==> config.mk <==
export PLATFORM = sky130hd
export DESIGN_NAME = bpl_div
export DESIGN_NICKNAME = d
export VERILOG_FILES = /design/src/hw/rtl/bpl_pkg.sv /design/src/hw/rtl/bpl_div.sv
export SDC_FILE = /design/constraint.sdc
export NUM_CORES = 1
export LEC_CHECK = 0
export BUFFER_PORTS_ARGS = -buffer_cell sky130_fd_sc_hd__buf_2
export CAP_MARGIN = 25
export CORE_MARGIN = 2
export CORE_UTILIZATION = 60
export CTS_CLUSTER_DIAMETER = 200
export DETAILED_ROUTE_END_ITERATION = 10
export PLACE_DENSITY = 0.95
export RECOVER_POWER = 25
export SLEW_MARGIN = 15
export SYNTH_ARGS = -nofsm -noshare
export SYNTH_HDL_FRONTEND = slang
export SYNTH_SLANG_ARGS = --single-unit
==> constraint.sdc <==
create_clock -name clk -period 6.8 [get_ports clk]
set_input_delay 1.02 -clock clk [delete_from_list [all_inputs] [get_ports clk]]
set_output_delay 1.02 -clock clk [all_outputs]
set_load 0.03 [all_outputs]
==> src/hw/rtl/bpl_pkg.sv <==
// shared types, constants and op codes of the breakpoint line table
package bpl_pkg;

  localparam int DEF_MAX_LENGTH = 4096;
  localparam int IDX_W  = 13;
  localparam int VAL_W  = 24;
  localparam int MAG_W  = 41;
  localparam int QUO_W  = MAG_W + 1;
  localparam int STEP_W = 6;

  localparam logic [STEP_W-1:0] DIV_STEPS = STEP_W'(MAG_W);

  localparam logic signed [QUO_W-1:0] Q_MAX = QUO_W'(signed'(8388607));
  localparam logic signed [QUO_W-1:0] Q_MIN = -QUO_W'(signed'(8388608));

  localparam logic [1:0] OP_CLEAR = 2'd0;
  localparam logic [1:0] OP_POINT = 2'd1;
  localparam logic [1:0] OP_NORM  = 2'd2;
  localparam logic [1:0] OP_READ  = 2'd3;

  typedef struct packed {
    logic               start;
    logic               neg;
    logic [MAG_W-1:0]   mag;
    logic [VAL_W-1:0]   divisor;
  } div_req_t;

  typedef struct packed {
    logic                     done;
    logic signed [QUO_W-1:0]  quot;
  } div_rsp_t;

endpackage

==> src/hw/rtl/bpl_div.sv <==
// shared restoring divider, one quotient bit per cycle
module bpl_div (
  input  logic              clk,
  input  logic              rst_n,
  input  bpl_pkg::div_req_t req,
  output bpl_pkg::div_rsp_t rsp
);
  import bpl_pkg::*;

  logic [VAL_W:0]     rem_r, rem_nxt, rem_sh;
  logic [MAG_W-1:0]   quo_r, quo_nxt;
  logic [VAL_W-1:0]   dvs_r;
  logic               neg_r;
  logic [STEP_W-1:0]  cnt_r, cnt_nxt;
  logic               done_r, done_nxt;
  logic               ge;

  always_comb begin
    rem_sh   = {rem_r[VAL_W-1:0], quo_r[MAG_W-1]};
    ge       = rem_sh >= {1'b0, dvs_r};
    rem_nxt  = rem_r;
    quo_nxt  = quo_r;
    cnt_nxt  = cnt_r;
    done_nxt = 1'b0;
    if (req.start) begin
      rem_nxt = '0;
      quo_nxt = req.mag;
      cnt_nxt = DIV_STEPS;
    end else if (cnt_r != '0) begin
      rem_nxt  = ge ? rem_sh - {1'b0, dvs_r} : rem_sh;
      quo_nxt  = {quo_r[MAG_W-2:0], ge};
      cnt_nxt  = cnt_r - 1'b1;
      done_nxt = (cnt_r == STEP_W'(1));
    end
  end

  always_ff @(posedge clk) begin
    if (!rst_n) begin
      cnt_r  <= '0;
      done_r <= 1'b0;
    end else begin
      cnt_r  <= cnt_nxt;
      done_r <= done_nxt;
    end
    rem_r <= rem_nxt;
    quo_r <= quo_nxt;
    if (req.start) begin
      dvs_r <= req.divisor;
      neg_r <= req.neg;
    end
  end

  assign rsp.done = done_r;
  assign rsp.quot = neg_r ? -$signed({1'b0, quo_r}) : $signed({1'b0, quo_r});

endmodule

Word level (Yosys, flattened, before mapping) --
Index checks and enable logic that the tools add are counted.
Cells by class: reduce and logical (&&, ||, !) cells 4, magnitude comparators 1, equal/unequal tests 1, add/sub/neg operators 3, bitwise logic cells 2, muxes and demuxes 6
Operators by type and width (number):
- $mux W41 | 2
- $mux W42 | 1
- $neg A41 Y42 | 1
- $ge A25 B24 Y1 | 1
- $mux W24 | 1
- $sub A24 B24 Y24 | 1
- $mux W6 | 2
- $eq A6 B1 Y1 const B | 1
- $reduce_bool A6 Y1 | 1
- $sub A6 B1 Y6 const B | 1
- $reduce_or A3 Y1 | 1
- $not A1 Y1 | 2
- $reduce_bool A2 Y1 | 1
- $reduce_or A2 Y1 | 1
Storage, ports and cells: bits in registers 97, output and inout bits 43

Depth between registers and ports, before layout --
depth in word-level cells 3, depth in mapped cells 13

Least setup slack after synthesis --
Ideal clock, no wire load.
kind register to output, from register quo_r[6], to output rsp[38] (netlist bit), cell stages (with the launch flop) 10, data arrival time 2967 ps, path slack 2813 ps, buffers on the path 1, cells stage by stage edfxtp_1 -> nor4_4 -> nand2b_2 -> nand2b_2 -> or4_4 -> or2_4 -> or4_4 -> buf_6 -> o41ai_4 -> xnor2_1
RTL lines:
- start, declared | RTL line bpl_div.sv:11 | logic [MAG_W-1:0] quo_r, quo_nxt;
- start signal, assigned | RTL line bpl_div.sv:46 | quo_r <= quo_nxt;
- end, declared | RTL line bpl_div.sv:6 | output bpl_pkg::div_rsp_t rsp

==> run metrics <==
run status finished, violations left; failing checks capacitance limit, slew limit; pin count of the biggest net entering global routing 51; wirelength, routed 14,000 µm; crit path time final 4.61 ns; register share of total power 36.2%; mux share of post-synthesis cell area 7.04%; clock root cell sky130_fd_sc_hd__clkbuf_8; CTS tree yes; proportion of layout cells with a drive suffix above 1 26.0%; leakage power of the design 2.86 nW; CP max-delay cell sky130_fd_sc_hd__or4_4; die span in x 105 µm; Post-synth EDFFs 66; summed negative setup slack over all endpoints 0 ns; dominant register cell in the synthesized netlist sky130_fd_sc_hd__edfxtp_1; RSZ-0062 raised after global routing no; Peak VDD IR 0.191 mV; largest buffer count on any clock path 2; cell accounting for the most synthesized area sky130_fd_sc_hd__edfxtp_1; Synth Area per Inst 10.1 µm²; Final #Nets 796; portion of total power attributed to the clock network 14.0%; Tot Pwr 2.49 mW; post-synthesis xor/xnor area fraction 8.80%; clk sinks 97; Critical Path Sink Type output pin; deepest level of the CTS H-tree 3; final count of pins violating max slew 40; overflow left after global routing 0; I/O pin count 112; Clk Latency, worst-skew pair 0.37 ns; startpoint of the most critical register-to-register path rem_r[3]$_SDFFE_PP0N_; proportion of power drawn by combinational gates 49.9%; Achievable Freq 217 MHz; Diodes inserted 0; startpoint kind of the worst setup timing path register; launch point of the worst hold path rem_r[16]$_SDFFE_PP0N_; area fraction in and, or, nand and nor cells after synthesis 14.0%; internal portion of total power 1.42 mW; number of standard cells after synthesis 604; initial detailed-routing violation count 364; Std-Cell Core Area 9820 µm²; number of distinct library cells after synthesis 62; destination of the worst hold path rem_r[16]$_SDFFE_PP0N_; leading post-synthesis cells by cell area sky130_fd_sc_hd__edfxtp_1, sky130_fd_sc_hd__dfxtp_1, sky130_fd_sc_hd__mux2_2; P_sw 1.07 mW; port bufs 111; DRC violation count after routing 0; largest family of logic cells by synthesized area compound AO/OA/AOI/OAI gates; Least-Margin Pin Slew 1.94 ns; count of hold buffers inserted by post-cts repair 0; count of cells along the worst hold path 2; total CTS buffers 9; Layout Skew 0.0107 ns; final HPWL from detailed placement 10,200 µm; asr flop ratio synth 0%; reported max-cap violation count 1; worst-case register-to-register setup slack 2.81 ns; number of cells on the worst reg-to-reg path 11; worst path arrival time 3.59 ns; cells along the critical path inv_1, ha_1, nand2b_1, nand2b_2, nand2b_2, or4_4, or2_4, or4_4, o31ai_2, xnor2_1, buf_2; data required time of the worst path 5.78 ns; number of hold-slack violations in the final timing report 0; slowest stage delay, CP 0.56 ns; via count of the first global-routing pass 4,705; initial antenna violation count 0; share of the clock period used by the worst path 67.8%; Slew Limit Headroom -29.2%; GR Util All Layers 25.7%; Worst Path Max Fanout 7; number of buffers added for setup after CTS 0; final setup violating endpoints 0; Worst Path Buf+Inv 2; Area growth, synth to finish 13.4%; Initial DRT Pass Iterations 6; initial standard-cell utilization of the core 61.9%; Yosys top cell area share 32.6%; Largest delay share family, worst path simple AND/OR/NAND/NOR gates; Post-DRT Antenna Nets 0; detailed-route vias per instance 5.94; die area 10,900 µm²; switching share of power 42.9%; number of standard-cell rows in the floorplan 36; placer congestion estimate 0.943; power density cells 361 nW/µm²; Worst R2R End rem_r[6]$_SDFFE_PP0N_; wire length of the first global-routing pass 22,900 µm; syn nets 702; HP Class register to register; count of warnings emitted by yosys 0; PostCTS Resize Cnt 0; kind of critical path register to output pin; DR vias 4,964; Adder-Cell Fraction of Synth Area 6.10%; sequential-to-total area share from yosys stat 42.8%; combined area of all synthesized cells 6070 µm²; compound-cell area share of the yosys netlist 16.2%; detail-routed net length per standard cell 16.7 µm; FF+latch count, synth 97; clock-pin slew of the registers on the worst-case setup and hold paths 0.09 ns; Die Ht 105 µm
[power by group through the flow]
stage          Clock [mW]  Combinational [mW]  Sequential (mW)
2_1_floorplan           0               0.964            0.872
3_3_place_gp            0                1.16            0.896
3_5_place_dp            0                1.21            0.907
4_1_cts             0.354                1.22            0.896
5_1_grt             0.375                1.36            0.916
6_report            0.348                1.24            0.901
[worst max path at each step]
stage	cells past startpoint	end	slack, ns	start
detailed placement	9	rsp[40]	2.64	quo_r[6]$_DFFE_PP_
CTS	11	rsp[40]	2.18	quo_r[1]$_DFFE_PP_
finish	11	rsp[40]	2.19	quo_r[1]$_DFFE_PP_
floorplan	9	rsp[38]	2.81	quo_r[6]$_DFFE_PP_
global route	11	rsp[38]	2.04	quo_r[1]$_DFFE_PP_
global placement	9	rsp[38]	2.78	quo_r[6]$_DFFE_PP_
[cell usage after synthesis, types with 10 or more instances]
cell type,n
sky130_fd_sc_hd__a211oi_1,19
sky130_fd_sc_hd__a21oi_1,35
sky130_fd_sc_hd__o21ai_0,34
sky130_fd_sc_hd__ha_1,28
sky130_fd_sc_hd__or3_1,13
sky130_fd_sc_hd__nand2b_1,10
sky130_fd_sc_hd__nor2_1,39
sky130_fd_sc_hd__clkbuf_1,22
sky130_fd_sc_hd__edfxtp_1,66
sky130_fd_sc_hd__dfxtp_1,31
sky130_fd_sc_hd__mux2_2,38
sky130_fd_sc_hd__nor3_1,18
sky130_fd_sc_hd__xor2_1,13
sky130_fd_sc_hd__xnor2_1,48
sky130_fd_sc_hd__nand2_1,32
sky130_fd_sc_hd__inv_1,44
[final cells by class]
cell class,instances,area [µm²]
Timing Repair Buffer,115,604
Multi-Input combinational cell,431,3170
Inverter,44,165
Fill cell,696,2930
Sequential cell,97,2600
Clock inverter,4,26.3
Tap cell,133,166
Clock buffer,12,155
[metrics by stage]
stage	instances	util, %	worst slack [ns]	instance area (µm²)	hold slack [ns]
final	836	70.2	2.19	6890	0.493
after global routing	836	70.2	2.04	6890	0.509
after floorplan	604	-	2.81	6070	0.452
after detailed placement	820	68.3	2.64	6710	0.481
after CTS	836	70.2	2.18	6890	0.494
after global placement	819	68.1	2.78	6680	0.464
[registers in the layout, indices dropped and copies added (netlist names)]
signal,flops
rem_r,24
quo_r,41
dvs_r,24
done_r,1
neg_r,1
cnt_r,6
[logic make-up (layout without fill, tap and decap cells)]
kind of cell / after synthesis / count (layout)
AOI/OAI and AO/OA: 147 / 147
xor gates and xnor gates: 61 / 61
adders and majority gates: 29 / 29
buffers and inverters: 76 / 175
DFF: 97 / 97
muxes: 38 / 38
and+or+nand+nor: 156 / 156
[cells in the final DEF, fill, tap and decap left out, drive strengths merged, types with 3 or more instances in the layout]
| master | instances |
|---|---|
| buf | 114 |
| edfxtp | 66 |
| xnor2 | 48 |
| inv | 45 |
| nor2 | 39 |
| mux2 | 38 |
| o21ai | 37 |
| a21oi | 35 |
| nand2 | 32 |
| dfxtp | 31 |
| ha | 28 |
| a211oi | 19 |
| nor3 | 19 |
| or3 | 14 |
| xor2 | 13 |
| clkbuf | 13 |
| nand2b | 12 |
| o31ai | 11 |
| a21o | 9 |
| nand3 | 9 |
| o41ai | 6 |
| or4 | 6 |
| nor4 | 5 |
| a21boi | 4 |
| a311oi | 4 |
| or2 | 4 |
| and2 | 3 |
| and3 | 3 |
| and4 | 3 |
| o211a | 3 |
[per-layer routing]
layer  wire (µm)  GRT usage, %  share of wire, %  vias to the layer above
met5           0             0                 0                        -
met4         206          7.14               1.5                        0
met3         887          4.43               6.3                       19
met2        7080          47.0                51                      193
met1        5810          31.2                42                     2365
li1            -             -                 -                     2387
[worst reg2reg max path, delay by kind of cell (launching register included)]
| family | cells | cell delay, ns |
|---|---|---|
| compound gates | 4 | 1.19 |
| fa+ha+maj | 1 | 0.35 |
| buf+inv | 1 | 0.44 |
| flops | 1 | 0.35 |
| simple gates | 5 | 1.47 |
No activity file was read; power rests on OpenSTA's default activity.
